File: src/hdl/i2cmbe_pkg.sv
// ----------------------------------------------------------------------------
// I2C master bit engine package
// Transfer types and opcodes shared by the engine's modules, and the sequencer's state record.
// ----------------------------------------------------------------------------
package i2cmbe_pkg;

  localparam int DATA_BITS = 8;
  localparam int IDX_W     = $clog2(DATA_BITS + 1);

  localparam logic [2:0] OP_START = 3'd0;
  localparam logic [2:0] OP_STOP  = 3'd1;
  localparam logic [2:0] OP_WRITE = 3'd2;
  localparam logic [2:0] OP_READ  = 3'd3;
  localparam logic [2:0] OP_WAIT  = 3'd4;
  localparam logic [2:0] OP_ACK   = 3'd5;
  localparam logic [2:0] OP_NACK  = 3'd6;

  typedef struct packed {
    logic                 command_valid;
    logic [2:0]           opcode;
    logic [DATA_BITS-1:0] write_data;
    logic                 ack_after_read;
    logic                 sda_in;
  } cmd_t;

  typedef struct packed {
    logic                 scl_level;
    logic                 sda_release;
    logic                 busy_res;
    logic                 done_res;
    logic [DATA_BITS-1:0] read_data;
    logic                 ack_received;
  } res_t;

  typedef struct packed {
    logic [2:0]           active_command;
    logic [IDX_W-1:0]     bit_index;
    logic [2:0]           phase;
    logic [DATA_BITS-1:0] shift_data;
    logic                 scl;
    logic                 sda;
    logic                 ack_flag;
    logic                 busy_flag;
    logic [DATA_BITS-1:0] read_reg;
    logic                 ack_level;
  } state_t;

endpackage

File: src/hdl/i2cmbe_seq.sv
// ----------------------------------------------------------------------------
// I2C master bit engine sequencer
// Holds the line state and works out one half-bit interval per enabled cycle.
// ----------------------------------------------------------------------------
module i2cmbe_seq
  import i2cmbe_pkg::*;
(
  input  logic clk,
  input  logic rst,
  input  logic en,
  input  cmd_t item,
  output res_t result
);

  localparam logic [IDX_W-1:0] BIT_COUNT = IDX_W'(DATA_BITS);

  state_t state;
  state_t state_next;
  logic   busy_out;
  logic   done;

  always_comb begin
    state_next = state;
    busy_out   = 1'b0;
    done       = 1'b0;
    if (!state.busy_flag && item.command_valid && item.opcode <= OP_NACK) begin
      state_next.active_command = item.opcode;
      state_next.phase          = '0;
      state_next.bit_index      = '0;
      state_next.shift_data     = (item.opcode == OP_WRITE) ? item.write_data : '0;
      if (item.opcode == OP_READ) begin
        state_next.ack_level = !item.ack_after_read;
      end else if (item.opcode == OP_ACK) begin
        state_next.ack_level = 1'b0;
      end else if (item.opcode == OP_NACK) begin
        state_next.ack_level = 1'b1;
      end
      state_next.busy_flag = 1'b1;
    end
    if (state_next.busy_flag) begin
      busy_out = 1'b1;
      unique case (state_next.active_command)
        OP_START: begin
          priority if (state_next.phase == 3'd0) begin
            {state_next.scl, state_next.sda} = 2'b11;
          end else if (state_next.phase == 3'd1) begin
            {state_next.scl, state_next.sda} = 2'b10;
          end else begin
            {state_next.scl, state_next.sda} = 2'b00;
            done = 1'b1;
          end
          state_next.phase = state_next.phase + 3'd1;
        end
        OP_STOP: begin
          priority if (state_next.phase == 3'd0) begin
            {state_next.scl, state_next.sda} = 2'b00;
          end else if (state_next.phase == 3'd1) begin
            {state_next.scl, state_next.sda} = 2'b10;
          end else begin
            {state_next.scl, state_next.sda} = 2'b11;
            done = 1'b1;
          end
          state_next.phase = state_next.phase + 3'd1;
        end
        OP_WRITE: begin
          priority if (state_next.phase == 3'd0) begin
            state_next.scl   = 1'b0;
            state_next.sda   = state_next.shift_data[DATA_BITS-1];
            state_next.phase = 3'd1;
          end else if (state_next.phase == 3'd1) begin
            state_next.scl        = 1'b1;
            state_next.shift_data = {state_next.shift_data[DATA_BITS-2:0], 1'b0};
            state_next.bit_index  = state_next.bit_index + 1'b1;
            state_next.phase      = (state_next.bit_index >= BIT_COUNT) ? 3'd2 : 3'd0;
          end else begin
            {state_next.scl, state_next.sda} = 2'b01;
            done = 1'b1;
          end
        end
        OP_READ: begin
          priority if (state_next.phase == 3'd0) begin
            {state_next.scl, state_next.sda} = 2'b11;
            state_next.shift_data = {state_next.shift_data[DATA_BITS-2:0], item.sda_in};
            state_next.phase      = 3'd1;
          end else if (state_next.phase == 3'd1) begin
            {state_next.scl, state_next.sda} = 2'b01;
            state_next.bit_index = state_next.bit_index + 1'b1;
            state_next.phase     = (state_next.bit_index >= BIT_COUNT) ? 3'd2 : 3'd0;
          end else if (state_next.phase == 3'd2) begin
            {state_next.scl, state_next.sda} = {1'b0, state_next.ack_level};
            state_next.phase = 3'd3;
          end else if (state_next.phase == 3'd3) begin
            {state_next.scl, state_next.sda} = {1'b1, state_next.ack_level};
            state_next.phase = 3'd4;
          end else begin
            {state_next.scl, state_next.sda} = {1'b0, state_next.ack_level};
            state_next.read_reg = state_next.shift_data;
            done = 1'b1;
          end
        end
        OP_WAIT: begin
          priority if (state_next.phase == 3'd0) begin
            {state_next.scl, state_next.sda} = 2'b01;
            state_next.phase = 3'd1;
          end else if (state_next.phase == 3'd1) begin
            {state_next.scl, state_next.sda} = 2'b11;
            state_next.ack_flag = !item.sda_in;
            state_next.phase    = item.sda_in ? 3'd3 : 3'd2;
          end else if (state_next.phase == 3'd2) begin
            {state_next.scl, state_next.sda} = 2'b01;
            done = 1'b1;
          end else if (state_next.phase == 3'd3) begin
            {state_next.scl, state_next.sda} = 2'b00;
            state_next.phase = 3'd4;
          end else if (state_next.phase == 3'd4) begin
            {state_next.scl, state_next.sda} = 2'b10;
            state_next.phase = 3'd5;
          end else begin
            {state_next.scl, state_next.sda} = 2'b11;
            done = 1'b1;
          end
        end
        default: begin
          priority if (state_next.phase == 3'd0) begin
            {state_next.scl, state_next.sda} = {1'b0, state_next.ack_level};
          end else if (state_next.phase == 3'd1) begin
            {state_next.scl, state_next.sda} = {1'b1, state_next.ack_level};
          end else begin
            {state_next.scl, state_next.sda} = {1'b0, state_next.ack_level};
            done = 1'b1;
          end
          state_next.phase = state_next.phase + 3'd1;
        end
      endcase
      if (done) begin
        state_next.busy_flag = 1'b0;
        state_next.phase     = '0;
        state_next.bit_index = '0;
      end
    end
  end

  always_ff @(posedge clk) begin
    if (rst) begin
      state.active_command <= '0;
      state.bit_index      <= '0;
      state.phase          <= '0;
      state.shift_data     <= '0;
      state.scl            <= 1'b1;
      state.sda            <= 1'b1;
      state.ack_flag       <= 1'b0;
      state.busy_flag      <= 1'b0;
      state.read_reg       <= '0;
      state.ack_level      <= 1'b1;
    end else if (en) begin
      state <= state_next;
    end
  end

  assign result.scl_level    = state_next.scl;
  assign result.sda_release  = state_next.sda;
  assign result.busy_res     = busy_out;
  assign result.done_res     = done;
  assign result.read_data    = state_next.read_reg;
  assign result.ack_received = state_next.ack_flag;

endmodule

File: src/hdl/i2c_master_bit_engine.sv
// A command is taken into the input register, and the sequencer's step is registered in the result register.
// One half-bit interval per clock while a command is held and res_stall does not hold the result.
// A result waiting on res_stall holds the input register, so cmd_stall rises once it is full.
// Reset (rst, synchronous) releases SCL and SDA high and empties both registers.
// ----------------------------------------------------------------------------
// I2C master bit engine
// Input register, interval sequencer and result register of the line engine.
// ----------------------------------------------------------------------------
module i2c_master_bit_engine
  import i2cmbe_pkg::*;
(
  input  logic clk,
  input  logic rst,
  input  logic cmd_valid,
  output logic cmd_stall,
  input  cmd_t cmd,
  output logic res_valid,
  input  logic res_stall,
  output res_t res
);

  logic hold_valid;
  cmd_t hold;
  logic advance;
  res_t step_res;

  assign advance   = !res_valid || !res_stall;
  assign cmd_stall = hold_valid && !advance;

  always_ff @(posedge clk) begin
    if (rst) begin
      hold_valid <= 1'b0;
    end else if (!cmd_stall) begin
      hold_valid <= cmd_valid;
    end
  end

  always_ff @(posedge clk) begin
    if (!cmd_stall) begin
      hold <= cmd;
    end
  end

  i2cmbe_seq u_seq (
    .clk    (clk),
    .rst    (rst),
    .en     (hold_valid && advance),
    .item   (hold),
    .result (step_res)
  );

  always_ff @(posedge clk) begin
    if (rst) begin
      res_valid <= 1'b0;
    end else if (advance) begin
      res_valid <= hold_valid;
    end
  end

  always_ff @(posedge clk) begin
    if (hold_valid && advance) begin
      res <= step_res;
    end
  end

endmodule

File: config.mk
export PLATFORM = sky130hd
export DESIGN_NAME = i2c_master_bit_engine
export DESIGN_NICKNAME = d
export VERILOG_FILES = /design/src/hdl/i2cmbe_pkg.sv /design/src/hdl/i2cmbe_seq.sv /design/src/hdl/i2c_master_bit_engine.sv
export SDC_FILE = /design/constraint.sdc
export NUM_CORES = 1
export LEC_CHECK = 0
export ABC_AREA = 0
export BUFFER_PORTS_ARGS = -buffer_cell sky130_fd_sc_hd__buf_4
export CAP_MARGIN = 10
export CORE_AREA = 3 3 138 107
export CTS_BUF_LIST = sky130_fd_sc_hd__clkbuf_4 sky130_fd_sc_hd__clkbuf_8
export CTS_CLUSTER_DIAMETER = 30
export CTS_CLUSTER_SIZE = 24
export DETAILED_ROUTE_END_ITERATION = 12
export DIE_AREA = 0 0 141 110
export SLEW_MARGIN = 25
export SYNTH_ARGS = -nofsm -noshare
export SYNTH_HDL_FRONTEND = slang
export SYNTH_SLANG_ARGS = --single-unit
export TNS_END_PERCENT = 1
File: constraint.sdc
create_clock -name clk -period 2.8 [get_ports clk]
set_input_delay 0.42 -clock clk [delete_from_list [all_inputs] [get_ports clk]]
set_output_delay 0.42 -clock clk [all_outputs]
set_load 0.02 [all_outputs]
==> out/summary.txt, run 1 <==
# IOs = 33
Largest area contributor in the netlist = edfxtp_1
Count of yosys warnings during synthesis = 0
Gpl congestion = 0.9758
Via density = 5.057
CTS Hold Bufs = 0
Vias in the first global route = 2842
Worst Path Max Fanout = 6
Post-synth ARST share = 0%
Iteration-0 DRC Markers = 220
Placed cells = 578
Share of layout cells above drive strength 1 = 24.41%
Final Max Tran Viols = 0
Global route total overflow = 0
First-pass GRT wire length = 15.70 mm
Post-layout util = 30.55%
Outcome = completed
RSZ-0062 raised after global routing = false
Seq/Total Area, Yosys = 43.93%
TritonRoute pass-1 iters = 4
Period utilisation layout = 94.91%
Leakage power = 1.478 nW
Max-cap viol count = 0
Crit path time final = 2.658 ns
CTS buffer count = 9
Crit path launch type = flop
Final-report setup violation count = 0
Maximum vdd drop = 0.2817 mV
Setup TNS = 0 ns
Final wirelength = 9.774 mm
Inserted Diodes = 0
Total die area = 15510 sq um
Pre-CTS WS = 0.1068 ns
Cell area after placement = 3889 sq um
Clock skew = 0.006117 ns
Synth unique cells = 71
PwrDens = 523.9 nW/um^2
DP HPWL = 7.132 mm
Finished Layout Cells = 597
Maximum number of pins on one net before global-route repair = 36
Htree depth = 3
Clock Sinks = 60
Synth Flop Type = dfxtp_1
Mean Syn Cell Area = 9.102 sq um
CTS root buf = clkbuf_8
Synth top area cells = edfxtp_1, dfxtp_1, nand2_1
Port-buffer cells = 32
Gr usage total = 12.98%
Post-synth EDFFs = 27
CTS tree = built
Design area = 4144 sq um
CTS clk-pin slew, worst paths = 0.06 ns
Antenna Nets Post-Route = 0
Wire length per cell = 16.37 um
Worst skew pair latency = 0.34 ns
CORE AREA = 13560 sq um
Syn Inst Count = 368
Die X-Extent = 141 um
Crit end category = flop
FP Rows = 37
CP arrival = 2.85 ns
Post-route DRC = 0
Final Net Count = 441
Crit path required time = 2.99 ns
Worst Max-Slew Pin Slew = 0.8239 ns
Initial antenna violation count = 0
Total number of vias = 3019
Die Ht = 110 um
WS Path Type = reg -> reg
Mapped cell area = 3349 sq um
Clock buffer depth = 2
Number of synthesized register bits = 60
Fillcell total = 1450
Hold Path Class = in -> reg
Syn nets = 392
Final Total Pwr = 2.171 mW
Initial Util = 24.69%
Final hold violations = 0
Post-synth top area share = 24.21%
Maximum clock rate = 376.3 MHz
Setup WS post-layout = 0.1425 ns
Area grow syn2layout = 23.72%
Max-slew headroom = 44.58%
WHS = 0.2560 ns
[where the power goes]
part | switching (mW) | total [mW] | internal, mW | leakage, nW
clock | 0.342 | 0.886 | 0.544 | 0.117
sequential | 0.0159 | 0.962 | 0.946 | 0.537
combinational | 0.206 | 0.323 | 0.117 | 0.825
[cell usage in the layout (no fill, tap or decap), types with 9 or more instances in the layout]
cell      Yosys  layout
inv_1         9       9
a211oi_1     14      14
nand2_1      51      51
a21oi_1      35      35
o21ai_0      16      16
dfxtp_1      33      33
nor2_1       31      31
edfxtp_1     27      27
nor3_1       13      12
buf_4         1      59
nand3_1      10      10
clkbuf_8      0      11
[worst paths after layout]
path	slack [ns]	cells after the start	endpoint	start
setup / recovery	0.14	11	res[12]	hold[13]
hold / removal	0.26	1	hold[8]	cmd[8]
setup reg to reg	0.14	11	res[12]	hold[13]
hold reg to reg	0.46	2	u_seq.state[18]	u_seq.state[18]
[critical path, stage by stage (launching register included)]
cell      delay (ns)
edfxtp_1        0.42
nor2b_2         0.18
nand2_1         0.11
nand2_1         0.11
buf_4           0.16
ha_2            0.22
nor2b_1         0.15
a311o_1         0.32
a211oi_1        0.22
a21oi_1         0.07
o311a_1         0.39
a21oi_1         0.16
[kinds of logic (layout without fill, tap and decap cells)]
| family | Yosys count | after routing | share of synthesized area (%) |
|---|---|---|---|
| AND/OR/NAND/NOR | 143 | 143 | 21.03 |
| adder cells (fa/ha/maj) | 7 | 7 | 2.540 |
| AO/OA/AOI/OAI | 117 | 117 | 25.40 |
| multiplexers | 7 | 7 | 2.129 |
| buffers and inverters | 33 | 87 | 4.706 |
| flip-flops | 60 | 60 | 43.93 |
| XOR/XNOR | 1 | 1 | 0.2615 |
[cells in the mapped netlist, types with 3 or more instances]
library cell,count
nand3_1,10
o31ai_1,5
a211oi_1,14
nand2b_1,5
buf_2,5
a31oi_1,3
nor4_1,3
ha_1,6
o211ai_1,5
inv_2,3
a21oi_1,35
a21o_1,3
o21ai_0,16
mux2i_1,6
nand2_1,51
nor3_1,13
edfxtp_1,27
and2_1,3
dfxtp_1,33
inv_1,9
nor2_1,31
o22ai_1,3
clkbuf_1,10
nor2b_1,3
and3_1,6
buf_6,3
[per-layer routing]
layer / wire length [um] / global-route usage [%]
met5: 0 / 0
met4: 70 / 3.320
met3: 1086 / 5.175
met2: 3858 / 17.59
met1: 4759 / 18.96
[registers in the layout (all words and copies together) (netlist names)]
| name | count |
|---|---|
| u_seq.state | 31 |
| hold | 14 |
| res | 13 |
| hold_valid | 1 |
| res_valid | 1 |
[final cells by class]
type	instances	area (sq um)	share of cell area, %
flip-flops and latches	60	1471	35.51
well taps	175	219.0	5.284
multi-input cells	275	1740	42.00
inverters	12	45.04	1.087
clock buffers	11	151.4	3.653
clock inverters	5	73.82	1.781
repair buffers	59	442.9	10.69
[timing repair]
| action | 4_1_cts | 5_1_grt |
|---|---|---|
| resized for setup | 0 | 3 |
| setup endpoints to repair | 0 | 15 |
| buffers inserted | 0 | 3 |
No activity file was read; power rests on OpenSTA's default activity.
==> inputs of run 2 (changes only) <==
--- a/config.mk
+++ b/config.mk
@@ -6,7 +6,6 @@
 export NUM_CORES = 1
 export LEC_CHECK = 0
 export ABC_AREA = 0
-export BUFFER_PORTS_ARGS = -buffer_cell sky130_fd_sc_hd__buf_4
 export CAP_MARGIN = 10
 export CORE_AREA = 3 3 138 107
 export CTS_BUF_LIST = sky130_fd_sc_hd__clkbuf_4 sky130_fd_sc_hd__clkbuf_8
@@ -14,6 +13,7 @@
 export CTS_CLUSTER_SIZE = 24
 export DETAILED_ROUTE_END_ITERATION = 12
 export DIE_AREA = 0 0 141 110
+export DONT_BUFFER_PORTS = 1
 export SLEW_MARGIN = 25
 export SYNTH_ARGS = -nofsm -noshare
 export SYNTH_HDL_FRONTEND = slang
==> run 2 against run 1 <==
Sequential share of layout area is 2.6 points higher. Clock skew is 0.0047 ns higher. Via count is 3.8% lower. Register-to-register slack better by 0.05 ns. Power is 13% lower. Critical path depth is 3 lower. Maximum frequency is 2.1% higher. Non-clock buffer count is 30 lower. Cell count is 5.0% lower. Largest power group unchanged. Combinational power is 19% lower. Sequential power is 2% higher. Critical endpoint is now res[11].
==> out/summary.txt, run 2 (synthesis results as in run 1) <==
# IOs = 33
Placed cells = 551
CTS root buf = clkbuf_8
Crit end category = flop
Initial antenna violation count = 0
Maximum number of pins on one net before global-route repair = 36
Pre-CTS WS = 0.1417 ns
Via density = 5.122
Area grow syn2layout = 15.28%
Period utilisation layout = 92.97%
Final wirelength = 9.069 mm
Final Max Tran Viols = 0
Total number of vias = 2904
Share of layout cells above drive strength 1 = 18.37%
Setup WS post-layout = 0.1968 ns
Max-cap viol count = 0
Gr usage total = 11.79%
R2R Setup Slk = 0.20 ns
Fillcell total = 1410
Worst path max stage delay = 0.53 ns
Hold Crit Depth = 1
Maximum clock rate = 384.1 MHz
FP Rows = 37
Gpl congestion = 0.9584
Htree depth = 3
Postcts setup bufs = 0
Max-slew headroom = 50.41%
Commonest non-fill, non-tap cell in the layout = nand2_1
Global route total overflow = 0
Most numerous cell on the critical path = a21oi_1
CP cell instances = nor2b_2 -> buf_4 -> a21oi_1 -> nor2_1 -> nor4_1 -> or4_1 -> a211oi_2 -> a21oi_1
DP HPWL = 6.788 mm
CP arrival = 2.68 ns
Iteration-0 DRC Markers = 308
Die X-Extent = 141 um
RSZ-0062 raised after global routing = false
Hold Path Class = in -> reg
CTS Hold Bufs = 0
Final hold violations = 0
Final-report setup violation count = 0
Worst Path Max Fanout = 14
Leakage power = 1.305 nW
Most flops, register = u_seq.state
Critical path depth = 8
Clock skew = 0.01077 ns
Final Net Count = 411
Post-layout util = 28.47%
Largest regs = u_seq.state: 31 flops, hold: 14 flops, res: 13 flops
Antenna Nets Post-Route = 0
Slowest-stage cell, CP = or4_1
Total die area = 15510 sq um
Number of flip-flops under the largest register name = 31
CTS tree = built
Wire length per cell = 15.99 um
CP Buf/Inv Count = 1
CTS buffer count = 9
Post-route DRC = 0
Crit path time final = 2.603 ns
TritonRoute pass-1 iters = 5
Clock buffer depth = 2
Crit path required time = 2.88 ns
Cell area after placement = 3686 sq um
Number of gates resized after cts = 0
Die Ht = 110 um
Finished Layout Cells = 567
Design area = 3861 sq um
Inserted Diodes = 0
First-pass GRT wire length = 14.27 mm
PwrDens = 491.6 nW/um^2
Worst skew pair latency = 0.34 ns
Initial Util = 24.69%
Maximum vdd drop = 0.2725 mV
Port-buffer cells = 0
CTS clk-pin slew, worst paths = 0.07 ns
CORE AREA = 13560 sq um
Crit path launch type = flop
Clock Sinks = 60
Worst Max-Slew Pin Slew = 0.7438 ns
Vias in the first global route = 2662
R2R depth = 8
Outcome = completed
Crit path max-delay family = simple AND/OR/NAND/NOR gates
WS Path Type = reg -> reg
Most frequent cells in the layout = nand2_1, a21oi_1, dfxtp_1
## run 2: report_power, final
group | switching (mW) | internal (mW)
clock network | 0.317 | 0.340
registers | 0.0302 | 0.948
logic | 0.170 | 0.0937
## run 2: through the flow
stage | setup TNS [ns] | hold slack (ns) | power (mW)
after global placement | 0 | 0.4337 | 1.254
after detailed placement | 0 | 0.4457 | 1.254
after global routing | 0 | 0.1220 | 1.987
after floorplan | -0.01553 | 0.4323 | 1.174
after CTS | 0 | 0.1252 | 1.923
final | 0 | 0.1413 | 1.898
## run 2: area by class of cell
class / instances / area, sq um / share of cell area (%)
Multi-Input combinational cell: 275 / 1745 / 45.20
Sequential cell: 60 / 1471 / 38.11
Tap cell: 175 / 219.0 / 5.671
Timing Repair Buffer: 29 / 217.7 / 5.638
Clock buffer: 12 / 146.4 / 3.791
Inverter: 12 / 45.04 / 1.167
Clock inverter: 4 / 16.27 / 0.4213
## run 2: worst reg2reg max path: cells and delay by family (launching register included)
kind | cells | cell delay, ns
AO/OA/AOI/OAI | 3 | 0.53
flip-flops | 1 | 0.39
AND/OR/NAND/NOR | 4 | 1.19
buffers and inverters | 1 | 0.23
## run 2: worst paths after layout
| path | endpoint | startpoint |
|---|---|---|
| setup / recovery | res[11] | u_seq.state[9] |
| hold / removal | u_seq.state[13] | rst |
| setup reg to reg | res[11] | u_seq.state[9] |
| hold reg to reg | u_seq.state[16] | u_seq.state[16] |
## run 2: layer usage
metal	vias up	track usage [%]	share of wire, %
li1	1397	-	-
met1	1363	17.72	52
met2	136	15.74	39
met3	8	4.226	8.3
met4	0	2.905	0.61
met5	-	0	0
==> inputs of run 3 (changes only) <==
--- a/config.mk
+++ b/config.mk
@@ -14,6 +14,7 @@
 export DETAILED_ROUTE_END_ITERATION = 12
 export DIE_AREA = 0 0 141 110
 export DONT_BUFFER_PORTS = 1
+export SETUP_SLACK_MARGIN = 0.3
 export SLEW_MARGIN = 25
 export SYNTH_ARGS = -nofsm -noshare
 export SYNTH_HDL_FRONTEND = slang
==> run 3 against run 2 <==
Hold slack improved by 0.0031 ns. Combinational power increased by 9.5%. Global-route usage increased by 0.52 points. Clock power increased by 12%. Clock-buffer cell count increased by 2. Core utilization increased by 1.4 points. Register-to-register slack improved by 0.15 ns. Critical path depth increased by 3. Sequential share of layout area decreased by 1.8 points. Critical path type unchanged. Critical endpoint is now res[12]. Largest cell class unchanged. Largest power group unchanged.
==> out/summary.txt, run 3 (synthesis results as in run 1) <==
Maximum clock rate = 406.9 MHz
Total die area = 15510 sq um
Fillcell total = 1415
Worst Max-Slew Pin Slew = 0.7883 ns
Total number of vias = 2933
Wire length per cell = 16.83 um
R2R Setup Slk = 0.34 ns
Origin of the critical flop-to-flop path = hold[13]
Max-slew headroom = 47.45%
Most frequent cells in the layout = nand2_1, a21oi_1, dfxtp_1
Gr usage total = 12.31%
Inserted Diodes = 0
Iteration-0 DRC Markers = 200
Leakage power = 1.341 nW
Initial antenna violation count = 0
Crit path required time = 3.00 ns
Final wirelength = 9.545 mm
Die Ht = 110 um
Hold path start = rst
Maximum number of pins on one net before global-route repair = 36
WS Path Type = reg -> reg
Htree depth = 3
Period utilisation layout = 87.77%
Worst Path Max Fanout = 6
Worst R2R End = res[12]
Outcome = completed
Port-buffer cells = 0
RSZ-0062 raised after global routing = true
CORE AREA = 13560 sq um
Global route total overflow = 0
# IOs = 33
CP arrival = 2.66 ns
Area grow syn2layout = 21.03%
Clock buffer depth = 2
Commonest non-fill, non-tap cell in the layout = nand2_1
Worst skew pair latency = 0.34 ns
Hold Path End = u_seq.state[13]
Initial Util = 24.69%
Most flops, register = u_seq.state
DP HPWL = 6.852 mm
CTS tree = built
Hold Crit Depth = 1
R2R depth = 11
CTS root buf = clkbuf_8
CTS buffer count = 9
Max-cap viol count = 0
Number of flip-flops under the largest register name = 31
Placed cells = 540
Hold Path Class = in -> reg
Gpl congestion = 0.9383
Share of layout cells above drive strength 1 = 23.21%
Clock skew = 0.01479 ns
TritonRoute pass-1 iters = 5
Worst path max stage delay = 0.38 ns
First-pass GRT wire length = 14.97 mm
Largest regs = u_seq.state: 31 flops, hold: 14 flops, res: 13 flops
Vias in the first global route = 2705
Slowest-stage cell, CP = o311a_1
Antenna Nets Post-Route = 0
Crit path time final = 2.458 ns
Final-report setup violation count = 0
Clock Sinks = 60
Maximum vdd drop = 0.3062 mV
Die X-Extent = 141 um
PwrDens = 493.3 nW/um^2
Finished Layout Cells = 567
Final hold violations = 0
Crit path launch type = flop
Setup TNS = 0 ns
Via density = 5.173
Final Max Tran Viols = 0
Crit end category = flop
CP cell instances = nor2b_4 -> nand2_4 -> nand2_8 -> inv_6 -> ha_4 -> nor2b_1 -> a311o_1 -> a211oi_2 -> a21oi_1 -> o311a_1 -> a21oi_2
Post-route DRC = 0
Final Net Count = 411
CTS clk-pin slew, worst paths = 0.07 ns
FP Rows = 37
==> run 3: cell count changes in the layout (fill, tap and decap cells not counted), moves of 3 or more <==
cell,previous run,this run
ha_4,0,4
inv_1,9,5
clkbuf_8,9,12
ha_2,3,0
nand2_1,51,48
nor2_1,31,28
==> run 3: metrics by stage <==
stage          utilization (%)  hold WS [ns]  area, sq um  setup slack [ns]  total power [mW]
4_1_cts                  28.74        0.1170         3899            0.2710             2.003
3_3_place_gp             26.89        0.4330         3647            0.2558             1.246
5_1_grt                  29.89        0.1205         4054            0.2041             2.091
2_1_floorplan                -        0.4323         3427            0.2045             1.182
3_5_place_dp             26.89        0.4408         3647            0.1973             1.248
6_report                 29.89        0.1444         4054            0.3424             2.000
==> run 3: cell type report <==
type	count	area, sq um	share of cell area, %
multi-input cells	275	1888	46.57
inverters	12	55.05	1.358
clock buffers	14	180.2	4.444
well taps	175	219.0	5.401
flip-flops and latches	60	1473	36.33
clock inverters	2	8.758	0.2160
repair buffers	29	230.2	5.679
==> run 3: how the worst max path moves through the flow <==
| stage | startpoint | end | slack (ns) | depth (start not counted) |
|---|---|---|---|---|
| 6_report | hold[13] | res[12] | 0.34 | 11 |
| 2_1_floorplan | hold[13] | res[11] | 0.20 | 13 |
| 3_5_place_dp | hold[13] | u_seq.state[26] | 0.20 | 10 |
| 3_3_place_gp | u_seq.state[9] | u_seq.state[26] | 0.26 | 10 |
| 5_1_grt | hold[13] | res[11] | 0.20 | 10 |
| 4_1_cts | hold[13] | res[11] | 0.27 | 8 |
==> run 3: critical path, delay by kind of cell (launching register included) <==
family | cells | cell delay, ns
buf+inv | 1 | 0.05
compound gates | 5 | 1.11
simple gates | 4 | 0.61
fa+ha+maj | 1 | 0.18
flops | 1 | 0.36
==> run 3: repair_timing <==
item | CTS | global route
pin swaps | 2 | 14
endpoints found under the setup margin | 19 | 26
hold buffers | 0 | 0
resized for setup | 6 | 26
buffers inserted | 5 | 6
==> run 3: power breakdown <==
part | switching (mW) | internal, mW | total (mW)
logic | 0.187 | 0.101 | 0.288
registers | 0.0316 | 0.948 | 0.979
clock network | 0.323 | 0.410 | 0.733
==> run 3: routing by layer <==
layer  track usage, %  wire length [um]  vias up
met5                0                 0        -
met4            4.426               109        0
met3            4.916               969       11
met2            16.09              3797      141
met1            17.95              4668     1390
li1                 -                 -     1391
